--- config.mk ---
export PLATFORM = sky130hd
export DESIGN_NAME = framed_packet_receiver
export DESIGN_NICKNAME = d
export VERILOG_FILES = /design/src/fpr_pkg.sv /design/src/framed_packet_receiver.sv
export SDC_FILE = /design/constraint.sdc
export NUM_CORES = 1
export LEC_CHECK = 0
export BUFFER_PORTS_ARGS = -buffer_cell sky130_fd_sc_hd__buf_2
export CORE_AREA = 2 2 112 114
export CTS_CLUSTER_DIAMETER = 150
export CTS_CLUSTER_SIZE = 30
export DETAILED_ROUTE_END_ITERATION = 10
export DIE_AREA = 0 0 114 116
export REMOVE_ABC_BUFFERS = 1
export SLEW_MARGIN = 20
export SYNTH_ARGS = -nofsm -noshare
export SYNTH_HDL_FRONTEND = slang
export SYNTH_SLANG_ARGS = --single-unit
--- constraint.sdc ---
create_clock -name aclk -period 25.9 [get_ports aclk]
set_input_delay 5.18 -clock aclk [delete_from_list [all_inputs] [get_ports aclk]]
set_output_delay 5.18 -clock aclk [all_outputs]
set_load 0.02 [all_outputs]
--- src/fpr_pkg.sv ---
`timescale 1ns / 1ps

package fpr_pkg;

    localparam int unsigned BYTE_W = 8;
    localparam int unsigned POS_W  = 4;

    localparam logic [BYTE_W-1:0] HEADER_BYTE = 8'hFF;

    typedef logic [BYTE_W-1:0] byte_t;
    typedef logic [POS_W-1:0]  pos_t;

    localparam pos_t POS_HUNT1  = 4'd0;
    localparam pos_t POS_HUNT2  = 4'd1;
    localparam pos_t POS_CMD0   = 4'd2;
    localparam pos_t POS_CMD1   = 4'd3;
    localparam pos_t POS_CMD2   = 4'd4;
    localparam pos_t POS_ANGLE  = 4'd5;
    localparam pos_t POS_X0     = 4'd6;
    localparam pos_t POS_X1     = 4'd7;
    localparam pos_t POS_Y0     = 4'd8;
    localparam pos_t POS_Y1     = 4'd9;
    localparam pos_t POS_CHECK  = 4'd10;

endpackage

--- src/framed_packet_receiver.sv ---
`timescale 1ns / 1ps

// a result is valid in the cycle after its checksum word is accepted
// throughput: one word per cycle; s_ready drops only while a result waits
//   in the output register and m_ready is low
// the checksum is accumulated one word at a time in a running 8-bit sum
// reset: synchronous active-low aresetn returns the parser to header hunt
//   and empties the output register
module framed_packet_receiver (
    input  logic       aclk,
    input  logic       aresetn,
    input  logic       s_valid,
    output logic       s_ready,
    input  logic [7:0] s_rx_byte,
    output logic       m_valid,
    input  logic       m_ready,
    output logic [7:0] m_cmd_first,
    output logic [7:0] m_cmd_second,
    output logic [7:0] m_cmd_third,
    output logic [7:0] m_angle_byte,
    output logic [7:0] m_x_first,
    output logic [7:0] m_x_second,
    output logic [7:0] m_y_first,
    output logic [7:0] m_y_second
);

    fpr_pkg::pos_t  pos_reg, pos_next;
    fpr_pkg::byte_t sum_reg, sum_next;
    fpr_pkg::byte_t cmd0_reg, cmd1_reg, cmd2_reg, angle_reg;
    fpr_pkg::byte_t x0_reg, x1_reg, y0_reg, y1_reg;
    logic           m_valid_reg, m_valid_next;
    fpr_pkg::byte_t o_cmd0_reg, o_cmd1_reg, o_cmd2_reg, o_angle_reg;
    fpr_pkg::byte_t o_x0_reg, o_x1_reg, o_y0_reg, o_y1_reg;
    logic           accept;
    logic           load_out;

    assign s_ready = !m_valid_reg || m_ready;
    assign accept  = s_valid && s_ready;

    always_comb begin
        pos_next = pos_reg;
        sum_next = sum_reg;
        load_out = 1'b0;
        if (accept) begin
            case (pos_reg)
                fpr_pkg::POS_HUNT1, fpr_pkg::POS_HUNT2: begin
                    sum_next = '0;
                    pos_next = (s_rx_byte == fpr_pkg::HEADER_BYTE) ?
                               pos_reg + 4'd1 : fpr_pkg::POS_HUNT1;
                end
                fpr_pkg::POS_CMD0, fpr_pkg::POS_CMD1, fpr_pkg::POS_CMD2: begin
                    sum_next = sum_reg + s_rx_byte;
                    pos_next = pos_reg + 4'd1;
                end
                fpr_pkg::POS_ANGLE, fpr_pkg::POS_X0, fpr_pkg::POS_X1,
                fpr_pkg::POS_Y0, fpr_pkg::POS_Y1: begin
                    sum_next = sum_reg - s_rx_byte;
                    pos_next = pos_reg + 4'd1;
                end
                fpr_pkg::POS_CHECK: begin
                    load_out = (s_rx_byte == sum_reg);
                    pos_next = fpr_pkg::POS_HUNT1;
                end
                default: begin
                    // unused codes behave as the first header hunt
                    sum_next = '0;
                    pos_next = (s_rx_byte == fpr_pkg::HEADER_BYTE) ?
                               fpr_pkg::POS_HUNT2 : fpr_pkg::POS_HUNT1;
                end
            endcase
        end
    end

    always_comb begin
        m_valid_next = m_valid_reg;
        if (load_out) begin
            m_valid_next = 1'b1;
        end else if (m_ready) begin
            m_valid_next = 1'b0;
        end
    end

    always_ff @(posedge aclk) begin
        if (!aresetn) begin
            pos_reg     <= fpr_pkg::POS_HUNT1;
            sum_reg     <= '0;
            m_valid_reg <= 1'b0;
        end else begin
            pos_reg     <= pos_next;
            sum_reg     <= sum_next;
            m_valid_reg <= m_valid_next;
        end
    end

    // field capture
    always_ff @(posedge aclk) begin
        if (accept) begin
            case (pos_reg)
                fpr_pkg::POS_CMD0:  cmd0_reg  <= s_rx_byte;
                fpr_pkg::POS_CMD1:  cmd1_reg  <= s_rx_byte;
                fpr_pkg::POS_CMD2:  cmd2_reg  <= s_rx_byte;
                fpr_pkg::POS_ANGLE: angle_reg <= s_rx_byte;
                fpr_pkg::POS_X0:    x0_reg    <= s_rx_byte;
                fpr_pkg::POS_X1:    x1_reg    <= s_rx_byte;
                fpr_pkg::POS_Y0:    y0_reg    <= s_rx_byte;
                fpr_pkg::POS_Y1:    y1_reg    <= s_rx_byte;
                default: begin
                end
            endcase
        end
    end

    always_ff @(posedge aclk) begin
        if (load_out) begin
            o_cmd0_reg  <= cmd0_reg;
            o_cmd1_reg  <= cmd1_reg;
            o_cmd2_reg  <= cmd2_reg;
            o_angle_reg <= angle_reg;
            o_x0_reg    <= x0_reg;
            o_x1_reg    <= x1_reg;
            o_y0_reg    <= y0_reg;
            o_y1_reg    <= y1_reg;
        end
    end

    assign m_valid      = m_valid_reg;
    assign m_cmd_first  = o_cmd0_reg;
    assign m_cmd_second = o_cmd1_reg;
    assign m_cmd_third  = o_cmd2_reg;
    assign m_angle_byte = o_angle_reg;
    assign m_x_first    = o_x0_reg;
    assign m_x_second   = o_x1_reg;
    assign m_y_first    = o_y0_reg;
    assign m_y_second   = o_y1_reg;

    a_pos_range: assert property (@(posedge aclk) disable iff (!aresetn)
        pos_reg <= fpr_pkg::POS_CHECK)
        else $error("byte position out of range");

    a_check_rehunt: assert property (@(posedge aclk) disable iff (!aresetn)
        (accept && pos_reg == fpr_pkg::POS_CHECK) |=> pos_reg == fpr_pkg::POS_HUNT1)
        else $error("parser did not return to header hunt after checksum");

    a_bad_header: assert property (@(posedge aclk) disable iff (!aresetn)
        (accept && pos_reg == fpr_pkg::POS_HUNT2 && s_rx_byte != fpr_pkg::HEADER_BYTE)
        |=> pos_reg == fpr_pkg::POS_HUNT1)
        else $error("broken header did not restart hunt");

    a_result_source: assert property (@(posedge aclk) disable iff (!aresetn)
        (m_valid_reg && m_ready && !(accept && pos_reg == fpr_pkg::POS_CHECK))
        |=> !m_valid_reg)
        else $error("result appeared without a checksum word");

    a_sum_cleared: assert property (@(posedge aclk) disable iff (!aresetn)
        (pos_reg == fpr_pkg::POS_CMD0) |-> sum_reg == '0)
        else $error("running checksum not cleared at packet start");

endmodule

== Word-level counts from Yosys, hierarchy flattened ==
Index checks and enable logic that the tools add are counted.

* Memory bits (writable): 0
* Memory bits (read-only): 0
* Memories kept: 0
* Bits in registers: 141
* Latch bits: 0

* $mul: 0
* Order comparisons: 0
* Bitwise logic cells: 1
* Muxes and demuxes: 8
* Eq/ne operators: 12
* Reductions and logical operators: 18
* Shift-type cells: 0
* Div/mod/pow operators: 0
* $add $sub $neg: 3

{| class="wikitable"
|+ Operator list
! operator !! count
|-
| case mux 8 bit (3 select lines) || 1
|-
| AND reduction 2 bit || 9
|-
| == test 4 x 3 -> 1 bit, second input constant || 4
|-
| == test 4 bit, second input constant || 3
|-
| case mux 4 bit (3 select lines) || 1
|-
| adder 8 bit || 1
|-
| == test 4 x 2 -> 1 bit, second input constant || 2
|-
| == test 8 bit || 1
|-
| == test 8 bit, second input constant || 1
|-
| OR reduction 8 bit || 1
|-
| subtractor 8 bit || 1
|-
| two-way mux 1 bit || 5
|-
| OR reduction 5 bit || 1
|-
| adder 4 x 1 -> 4 bit, second input constant || 1
|-
| == test 4 x 1 -> 1 bit, second input constant || 1
|-
| zero test 4 bit || 1
|-
| two-way mux 4 bit || 1
|-
| OR reduction 3 bit || 1
|-
| nonzero test 2 bit || 1
|-
| OR reduction 2 bit || 1
|-
| logical AND 1 bit || 1
|-
| zero test 1 bit || 1
|-
| logical OR 1 bit || 1
|-
| inverter 1 bit || 1
|}

== Longest topological paths before layout ==
Gate-level depths: netlist (run 1).

* Depth in word-level cells: 5
* Gate-level depth with buffers: 9
* Depth with buffers taken out: 8

== Least setup slack after synthesis (run 1) ==
Ideal clock, no wire load.

* Path kind: in2reg
* Start: in s_rx_byte[5]
* End: reg o_angle_reg[0] (netlist: m_angle_byte[0]), enable pin
* Path slack: 12619 ps
* Data arrival time: 12611 ps
* Stages on the path: 6
* Cell sequence: inv_1 > ha_1 > clkbuf_2 > and3_1 > and2_4 > nor4b_1

* Cells in the longest elaborated chain, start to end: 3

{| class="wikitable"
|+ RTL lines
! element !! RTL line !! RTL
|-
| start: declaration || framed_packet_receiver.sv:14 || <nowiki>input logic [7:0] s_rx_byte,</nowiki>
|-
| == test 8 bit || framed_packet_receiver.sv:61 || <nowiki>load_out = (s_rx_byte == sum_reg);</nowiki>
|-
| two-way mux 1 bit || framed_packet_receiver.sv:45 || <nowiki>case (pos_reg)</nowiki>
|-
| two-way mux 1 bit || framed_packet_receiver.sv:44 || <nowiki>if (accept) begin</nowiki>
|-
| via load_out || framed_packet_receiver.sv:35 || <nowiki>logic load_out;</nowiki>
|-
| end signal: assignment || framed_packet_receiver.sv:118 || <nowiki>o_angle_reg <= angle_reg;</nowiki>
|-
| end: declaration || framed_packet_receiver.sv:32 || <nowiki>fpr_pkg::byte_t o_cmd0_reg, o_cmd1_reg, o_cmd2_reg, o_angle_reg;</nowiki>
|}

The timed path passes the listed nets, and every way through them passes these cells.
A chain may end at the register's enable or synchronous reset.

== Final worst setup path (run 1) ==
* Start: in m_ready
* End: out s_ready

* Cells in the longest elaborated chain, start to end: 1

{| class="wikitable"
|+ RTL lines
! element !! RTL line !! RTL
|-
| start: declaration || framed_packet_receiver.sv:16 || <nowiki>input logic m_ready,</nowiki>
|-
| logical OR 1 bit || framed_packet_receiver.sv:37 || <nowiki>assign s_ready = !m_valid_reg || m_ready;</nowiki>
|-
| end: declaration || framed_packet_receiver.sv:13 || <nowiki>output logic s_ready,</nowiki>
|}

No other way between the ends.

==> impl_summary.log, run 1 <==
INFO  metric run_status = completed
INFO  metric tightest_pin_transition = between 0.8 and 0.9 ns
INFO  metric clock.fmax = 92.22 MHz
INFO  metric areaGrowthSynthToFinish = 22.13%
INFO  metric initialDrtViolationCount = between 150 and 200
INFO  metric worst_setup_path_end_kind = output port
INFO  metric crit_path_start_kind = input port
INFO  metric critical_path.max_stage_delay = between 0.15 and 0.2 ns
INFO  metric timing.max_slew.rel_slack = between 40% and 50%
INFO  metric cp.arrival = 5.66 ns
INFO  metric grt_first_pass_wirelength = 14810 um
INFO  metric synth.avg_cell_area = 16.92 um^2
INFO  metric buffer_ports.inserted = 77
INFO  metric critPathLaunch = m_ready
INFO  metric period_share = approximately two fifths
INFO  metric layout.cell_area.non_filler = 6427 um^2
INFO  metric path_class = in -> out
INFO  metric cts_setup_buffers = 0
INFO  metric cts.root.buffer_cell = sky130_fd_sc_hd__clkbuf_16
INFO  metric cts.path.max_buffers = 2
INFO  metric postPlaceCellArea = 5803 um^2
INFO  metric req_time_crit_path = 20.72 ns
INFO  metric critical_path.reg2reg.startpoint = pos_reg[3]$_SDFFE_PN0P_
INFO  metric die-area = 13220 um^2
INFO  metric drtAntennaViolNets = 0
INFO  metric synth_area_leaders = sky130_fd_sc_hd__edfxtp_1 73%, sky130_fd_sc_hd__dfxtp_1 4.9%, sky130_fd_sc_hd__ha_1 4.3%
INFO  metric pin_count = 78
INFO  metric holdPathStages = 0
INFO  metric dpl.hpwl = 6032 um
INFO  metric remaining_drc_errors = 0
INFO  metric ys_types = 48
INFO  metric yosys.area.top_type_share = 73.04%
INFO  metric pin_count_of_the_biggest_net_entering_global_routing = 66
INFO  metric clkSlewWorstSetupHoldPaths = roughly 0.060 ns
INFO  metric grt_antenna_before_repair = 0
INFO  metric core = 11910 um^2
INFO  metric cts.hold.buffers_added = 0
INFO  metric peakVddDrop = 0.05119 mV
INFO  metric worst_r2r_path_depth = 4
INFO  metric vias_per_cell = 5.073
INFO  metric seq_area_frac_synth = between 70% and 80%
INFO  metric antenna_diodes = 0
INFO  metric finalMaxSlewViolations = 0
INFO  metric hold_start = y0_reg[1]$_DFFE_PP_
INFO  metric total_power = 512.7 uW
INFO  metric fin_hold_viols = 0
INFO  metric tritoncts = built
INFO  metric synth_flop_cell = sky130_fd_sc_hd__edfxtp_1
INFO  metric syn-cell-area = 5263 um^2
INFO  metric synth-edff-count = ~130
INFO  metric grt_setup_unrepaired = no
INFO  metric avgRoutedWirePerCell = 17.16 um
INFO  metric synth_cells = 311
INFO  metric cellPowerDensity = 79.77 nW/um^2
INFO  metric ys_seq_elements = 141
INFO  metric tritoncts.num_buffers = 17
INFO  metric synth.largest_area_cell = sky130_fd_sc_hd__edfxtp_1
INFO  metric async_reset_ff_share = 0%
INFO  metric hold_path.class = reg -> reg
INFO  metric final.setup_skew = between 0.009 and 0.01 ns
INFO  metric totalWireLength = 9611 um
INFO  metric drive_gt1_share = about 29%
INFO  metric num_rows = 40
INFO  metric grt_pass1_vias = between 2000 and 3000
INFO  metric floorplan.initialDensity = around 44%
INFO  metric worst_skew_pair.late_latency = ~0.40 ns
INFO  metric die_h = 116 um
INFO  metric min_cycle_time_layout = 10.84 ns
INFO  metric synth-warning-count = 0
INFO  metric track_usage = 15.34%
INFO  metric critical-path-slowest-cell = sky130_fd_sc_hd__buf_2
INFO  metric cts_max_level = 4
INFO  metric finalSetupViolations = 0
INFO  metric vias = 2841
INFO  metric drtPass1Iterations = 4
INFO  metric final_estimated_routing_congestion_in_global_placement = 0.8348
INFO  metric cts.sinks = 141
INFO  metric cp_cell_sequence = buf_2 -> nor2b_1 -> inv_1 -> buf_2
INFO  metric leakage_dissipation = 0.002369 uW
INFO  metric crit_fanout = 3
INFO  metric finalSetupTns = 0 ns
INFO  metric cap_viol_max_count = 0
INFO  metric timing.critical_path.mode_cell = sky130_fd_sc_hd__buf_2
INFO  metric postCtsResizedCells = 0
INFO  metric gr-total-overflow = 0
INFO  metric die_w = 114 um
INFO  metric finish.net_count = 432
[final cells by class]
| type | instances | area [um^2] |
|---|---|---|
| clock buffers | 17 | 425.4 |
| clock inverters | 15 | 193.9 |
| fillers | 973 | 5484 |
| inverters | 17 | 63.81 |
| multi-input cells | 145 | 1064 |
| flip-flops and latches | 141 | 4104 |
| well taps | 147 | 183.9 |
| repair buffers | 78 | 392.9 |
[worst paths after layout]
path | to | slack, ns
worst max-delay path | s_ready | 15.06
worst min-delay path | m_y_first[1]$_DFFE_PP_ | 0.41
worst max register to register | m_x_second[0]$_DFFE_PP_ | 23.35
worst min register to register | m_y_first[1]$_DFFE_PP_ | 0.41
[metal layers]
layer | part of all wire [%] | track usage (%)
met1 | 46 | 20.27
met2 | 48 | 23.97
met3 | 5.5 | 5.387
met4 | 0.84 | 5.122
met5 | 0 | 0
[placed cells by master (no fill, tap or decap), types with 2 or more instances in the layout]
| cell | count |
|---|---|
| sky130_fd_sc_hd__a221oi_2 | 2 |
| sky130_fd_sc_hd__nor2b_1 | 3 |
| sky130_fd_sc_hd__ha_1 | 18 |
| sky130_fd_sc_hd__edfxtp_1 | 128 |
| sky130_fd_sc_hd__a22oi_1 | 2 |
| sky130_fd_sc_hd__and3_1 | 4 |
| sky130_fd_sc_hd__clkinv_2 | 4 |
| sky130_fd_sc_hd__and2_1 | 5 |
| sky130_fd_sc_hd__o211ai_1 | 3 |
| sky130_fd_sc_hd__o21ai_1 | 3 |
| sky130_fd_sc_hd__o21ai_0 | 5 |
| sky130_fd_sc_hd__o221ai_1 | 2 |
| sky130_fd_sc_hd__inv_6 | 2 |
| sky130_fd_sc_hd__inv_1 | 16 |
| sky130_fd_sc_hd__nand2b_1 | 3 |
| sky130_fd_sc_hd__xor2_1 | 5 |
| sky130_fd_sc_hd__clkbuf_16 | 17 |
| sky130_fd_sc_hd__nand3b_1 | 2 |
| sky130_fd_sc_hd__a21o_1 | 3 |
| sky130_fd_sc_hd__o21a_1 | 3 |
| sky130_fd_sc_hd__dfxtp_1 | 13 |
| sky130_fd_sc_hd__a21oi_1 | 13 |
| sky130_fd_sc_hd__a221o_1 | 4 |
| sky130_fd_sc_hd__nand2_1 | 14 |
| sky130_fd_sc_hd__nand3_1 | 4 |
| sky130_fd_sc_hd__clkinvlp_4 | 2 |
| sky130_fd_sc_hd__nand4_1 | 4 |
| sky130_fd_sc_hd__xnor2_1 | 3 |
| sky130_fd_sc_hd__fa_1 | 2 |
| sky130_fd_sc_hd__bufinv_16 | 4 |
| sky130_fd_sc_hd__buf_2 | 77 |
| sky130_fd_sc_hd__clkinv_4 | 2 |
| sky130_fd_sc_hd__nor2_1 | 20 |
| sky130_fd_sc_hd__nor3_2 | 2 |
[cell usage after synthesis, drive strengths merged (3+ instances only)]
cell    number
and3         4
nand2       14
buf          4
nand3        4
o21ai        8
nand2b       3
nand4        4
o211ai       3
o21a         3
edfxtp     128
a221oi       3
a221o        4
a21o         3
xor2         5
dfxtp       13
nor2b        3
nor2        20
inv         17
xnor2        3
ha          18
clkbuf       4
and2         6
a21oi       13
nor3         3
[metrics by stage]
| step | instances | hold WS, ns | util [%] | setup slack, ns |
|---|---|---|---|---|
| floorplan | 303 | 0.4003 | - | 12.64 |
| global placement | 528 | 0.4009 | 48.72 | 15.09 |
| detailed placement | 528 | 0.4045 | 48.72 | 15.06 |
| CTS | 560 | 0.4110 | 53.92 | 15.06 |
| global route | 560 | 0.4207 | 53.96 | 14.98 |
| finish | 560 | 0.4098 | 53.96 | 15.06 |
[worst max-delay path: cells and delay by family]
| family | cells | cell delay (ns) |
|---|---|---|
| buf+inv | 3 | 0.35 |
| simple gates | 1 | 0.14 |
[power breakdown]
part,internal [uW],switching [uW],leakage (uW),total (uW)
Combinational,5.36,9.85,0.000812,15.2
Clock,161,89.4,0.000301,250
Sequential,247,0.543,0.00126,247
Total,413,99.8,0.00237,513
[cells by family (layout without fill, tap and decap cells)]
family                   after synthesis  in the layout  synth area share [%]
XOR/XNOR                               8              8                 1.331
adder cells (fa/ha/maj)               20             20                 5.041
flip-flops                           141            141                 77.98
AND/OR/NAND/NOR                       64             64                 6.063
AO/OA/AOI/OAI                         53             53                 7.561
buffers and inverters                 25            127                 2.021
Power figures use the tool's default switching activity.
==> run 2: changes to the inputs <==
--- a/config.mk
+++ b/config.mk
@@ -5,12 +5,14 @@
 export SDC_FILE = /design/constraint.sdc
 export NUM_CORES = 1
 export LEC_CHECK = 0
+export ABC_AREA = 1
 export BUFFER_PORTS_ARGS = -buffer_cell sky130_fd_sc_hd__buf_2
-export CORE_AREA = 2 2 112 114
+export CORE_AREA = 2 2 113 115
 export CTS_CLUSTER_DIAMETER = 150
 export CTS_CLUSTER_SIZE = 30
 export DETAILED_ROUTE_END_ITERATION = 10
-export DIE_AREA = 0 0 114 116
+export DIE_AREA = 0 0 115 117
+export PLACE_DENSITY = 0.67
 export REMOVE_ABC_BUFFERS = 1
 export SLEW_MARGIN = 20
 export SYNTH_ARGS = -nofsm -noshare
==> constraint.sdc (replaced) <==
create_clock -name aclk -period 9.23 [get_ports aclk]
set_input_delay 1.846 -clock aclk [delete_from_list [all_inputs] [get_ports aclk]]
set_output_delay 1.846 -clock aclk [all_outputs]
set_load 0.02 [all_outputs]
==> run 2 against run 1 <==
Register-to-register slack got worse by 17 ns; sequential power rose to 2.8 times the previous value; global-route usage rose by 0.79 points; clock-buffer cell count rose by 2; via count rose by 10%; first-iteration DRC count rose by 39%; combinational power rose to 4.0 times the previous value; clock skew rose by 0.0015 ns; clock power rose by 140%; utilization fell by 1.3 points; non-clock buffer count did not move; die area rose by 1.7%; largest cell class unchanged; highest routed layer unchanged.
==> impl_summary.log, run 2 <==
INFO  metric run_status = completed
INFO  metric worst_skew_pair.late_latency = 0.41 ns (about the same)
INFO  metric tightest_pin_transition = 0.8534 ns (+0.002900 ns)
INFO  metric tritoncts = built
INFO  metric final.setup_skew = 0.01093 ns (+0.001478 ns)
INFO  metric cts.hold.buffers_added = 0 (unchanged)
INFO  metric track_usage = 16.13% (+0.79 points)
INFO  metric core = 12310 um^2 (+3.4%)
INFO  metric avgRoutedWirePerCell = 15.78 um (-8.1%)
INFO  metric list_of_most_frequent_post_synthesis_cells = 128 x sky130_fd_sc_hd__edfxtp_1, 63 x sky130_fd_sc_hd__nand2_1, 44 x sky130_fd_sc_hd__inv_1
INFO  metric yosysMostFrequentCell = sky130_fd_sc_hd__edfxtp_1
INFO  metric pin_count_of_the_biggest_net_entering_global_routing = 65 (-1.5%)
INFO  metric grt_setup_unrepaired = no
INFO  metric wl_met1 = 4351 um (-1.8%)
INFO  metric critical_path.max_stage_delay = 0.16 ns (about the same)
INFO  metric cap_viol_max_count = 0 (unchanged)
INFO  metric vias_per_cell = 4.886 (-3.7%)
INFO  metric finish.net_count = 511 (+18%)
INFO  metric cts_setup_buffers = 0 (unchanged)
INFO  metric seq_area_frac_synth = 76.14% (-1.8 points)
INFO  metric synth-warning-count = 0 (unchanged)
INFO  metric finalSetupTns = 0 ns (unchanged)
INFO  metric leakage_dissipation = 0.002575 uW (+8.7%)
INFO  metric yosys.area.top_type_share = 71.31% (-1.7 points)
INFO  metric place_inst = 610 (+16%)
INFO  metric floorplan.initialDensity = 43.78% (-0.40 points)
INFO  metric hold_path.class = reg -> reg
INFO  metric vias = 3137 (+10%)
INFO  metric hold_start = cmd2_reg[6]$_DFFE_PP_
INFO  metric critical-path-slowest-cell = sky130_fd_sc_hd__buf_2
INFO  metric most-common-layout-cells = 128 x sky130_fd_sc_hd__edfxtp_1, 77 x sky130_fd_sc_hd__buf_2, 63 x sky130_fd_sc_hd__nand2_1
INFO  metric synth.avg_cell_area = 13.89 um^2 (-18%)
INFO  metric crit_buf_inv = 3 (unchanged)
INFO  metric drtPass1Iterations = 7 (+3)
INFO  metric drive_gt1_share = 24.39% (-4.2 points)
INFO  metric finalSetupViolations = 0 (unchanged)
INFO  metric dpl.hpwl = 6732 um (+12%)
INFO  metric cellPowerDensity = 210.1 nW/um^2 (+160%)
INFO  metric timing.reg2reg.setup_slack = 6.85 ns (-16.50 ns)
INFO  metric drtAntennaViolNets = 0 (unchanged)
INFO  metric req_time_crit_path = 7.38 ns (-13.34 ns)
INFO  metric clock.fmax = 246.7 MHz
INFO  metric min_cycle_time_layout = 4.054 ns
INFO  metric path_class = in -> out
INFO  metric buffer_ports.inserted = 77 (unchanged)
INFO  metric cp.arrival = 2.21 ns (-3.45 ns)
INFO  metric remaining_drc_errors = 0 (unchanged)
INFO  metric place_worst_setup_slack = 5.097 ns (-9.965 ns)
INFO  metric cts_max_level = 4 (unchanged)
INFO  metric num_rows = 41 (+2.5%)
INFO  metric gr-total-overflow = 0 (unchanged)
INFO  metric peakVddDrop = 0.1027 mV (+100%)
INFO  metric final_estimated_routing_congestion_in_global_placement = 0.8790 (+5.3%)
INFO  metric period_share = 43.92%
INFO  metric antenna_diodes = 0 (unchanged)
INFO  metric synth_cells = 388 (+25%)
INFO  metric initialDrtViolationCount = 270 (+39%)
INFO  metric cpLargestDelayFamily = buffers and inverters
INFO  metric met3WireLength = 627 um (+18%)
INFO  metric synth_area_leaders = sky130_fd_sc_hd__edfxtp_1 71%, sky130_fd_sc_hd__dfxtp_1 4.8%, sky130_fd_sc_hd__nand2_1 4.4%
INFO  metric cts.path.max_buffers = 2 (unchanged)
INFO  metric worst_setup_path_end_kind = output port
INFO  metric fin_hold_viols = 0 (unchanged)
INFO  metric timing.critical_path.mode_cell = sky130_fd_sc_hd__buf_2
INFO  metric crit_path_start_kind = input port
INFO  metric pin_count = 78 (unchanged)
INFO  metric syn-cell-area = 5390 um^2 (+2.4%)
INFO  metric grt_first_pass_wirelength = 15610 um (+5.4%)
INFO  metric die-area = 13460 um^2 (+1.7%)
INFO  metric timing.max_slew.rel_slack = 42.89% (-0.40 points)
INFO  metric crit_fanout = 3 (unchanged)
INFO  metric areaGrowthSynthToFinish = 20.26%
INFO  metric wl_met2 = 4970 um (+8.8%)
INFO  metric stdcell_count = 642 (+15%)
INFO  metric mostFrequentLayoutCell = sky130_fd_sc_hd__edfxtp_1
INFO  metric synth.largest_area_cell = sky130_fd_sc_hd__edfxtp_1
INFO  metric critical_path.reg2reg.startpoint = m_valid$_SDFFE_PN0P_
INFO  metric ys_seq_elements = 141 (unchanged)
INFO  metric grt_antenna_before_repair = 0 (unchanged)
INFO  metric clkSlewWorstSetupHoldPaths = 0.05 ns (about the same)
INFO  metric ys_types = 30 (-38%)
INFO  metric critPathLaunch = m_ready
INFO  metric grt_pass1_vias = 2998 (+11%)
INFO  metric worst_hold_slack = 0.4150 ns (+0.005217 ns)
INFO  metric totalWireLength = 10130 um (+5.4%)
INFO  metric async_reset_ff_share = 0% (unchanged)
INFO  metric tritoncts.num_buffers = 17 (unchanged)
INFO  metric synth-edff-count = 128 (unchanged)
INFO  metric postCtsResizedCells = 0 (unchanged)
INFO  metric synth_flop_cell = sky130_fd_sc_hd__edfxtp_1
INFO  metric worst_slack = 5.176 ns (-9.880 ns)
INFO  metric die_h = 117 um (+0.86%)
INFO  metric cts.root.buffer_cell = sky130_fd_sc_hd__clkbuf_16
INFO  metric cp_cell_sequence = buf_2 -> inv_1 -> nand2_1 -> buf_2
INFO  metric die_w = 115 um (+0.88%)
INFO  metric cts.sinks = 141 (unchanged)
INFO  metric finalMaxSlewViolations = 0 (unchanged)
INFO  metric top_layer = met4
[run 2: cells by family (layout without fill, tap and decap cells)]
family,after synthesis,count (layout),synth area share [%]
adder cells (fa/ha/maj),20,20,4.921
buffers and inverters,53,157,3.900
AO/OA/AOI/OAI,29,29,2.948
XOR/XNOR,2,2,0.3250
flip-flops,141,141,76.14
AND/OR/NAND/NOR,143,143,11.77
[run 2: metrics by stage]
stage	area [um^2]	util, %	power [uW]
after floorplan	5356	-	749.2
after global placement	5943	48.27	769.3
after detailed placement	5943	48.27	770.7
after CTS	6477	52.61	1375
after global routing	6482	52.65	1409
final	6482	52.65	1362
[run 2: area by class of cell]
type | instances | area [um^2]
Timing Repair Buffer | 78 | 392.9
Inverter | 47 | 176.4
Clock buffer | 19 | 432.9
Fill cell | 1025 | 5829
Multi-Input combinational cell | 194 | 1087
Tap cell | 150 | 187.7
Clock inverter | 13 | 101.3
Sequential cell | 141 | 4104
[run 2: worst paths after layout]
kind	endpoint	cells past startpoint
hold reg to reg	m_cmd_third[6]$_DFFE_PP_	0
hold / removal	m_cmd_third[6]$_DFFE_PP_	0
setup / recovery	s_ready	4
setup reg to reg	m_cmd_second[6]$_DFFE_PP_	6
[run 2: power by group]
part / switching, uW / internal (uW) / total, uW
Combinational: 41.5 / 18.8 / 60.3
Clock: 239 / 365 / 604
Sequential: 2.74 / 695 / 698
Total: 283 / 1080 / 1360
[run 2: per-layer routing]
metal,track usage (%),vias up
met5,0,-
met4,7.390,0
met3,4.737,18
met2,26.24,93
met1,20.15,1492
li1,-,1534
[run 2: worst register-to-register path: cells and delay by family (launching register included)]
family / cells / cell delay [ns]
DFF: 1 / 0.31
and+or+nand+nor: 4 / 0.73
buffers and inverters: 2 / 0.92
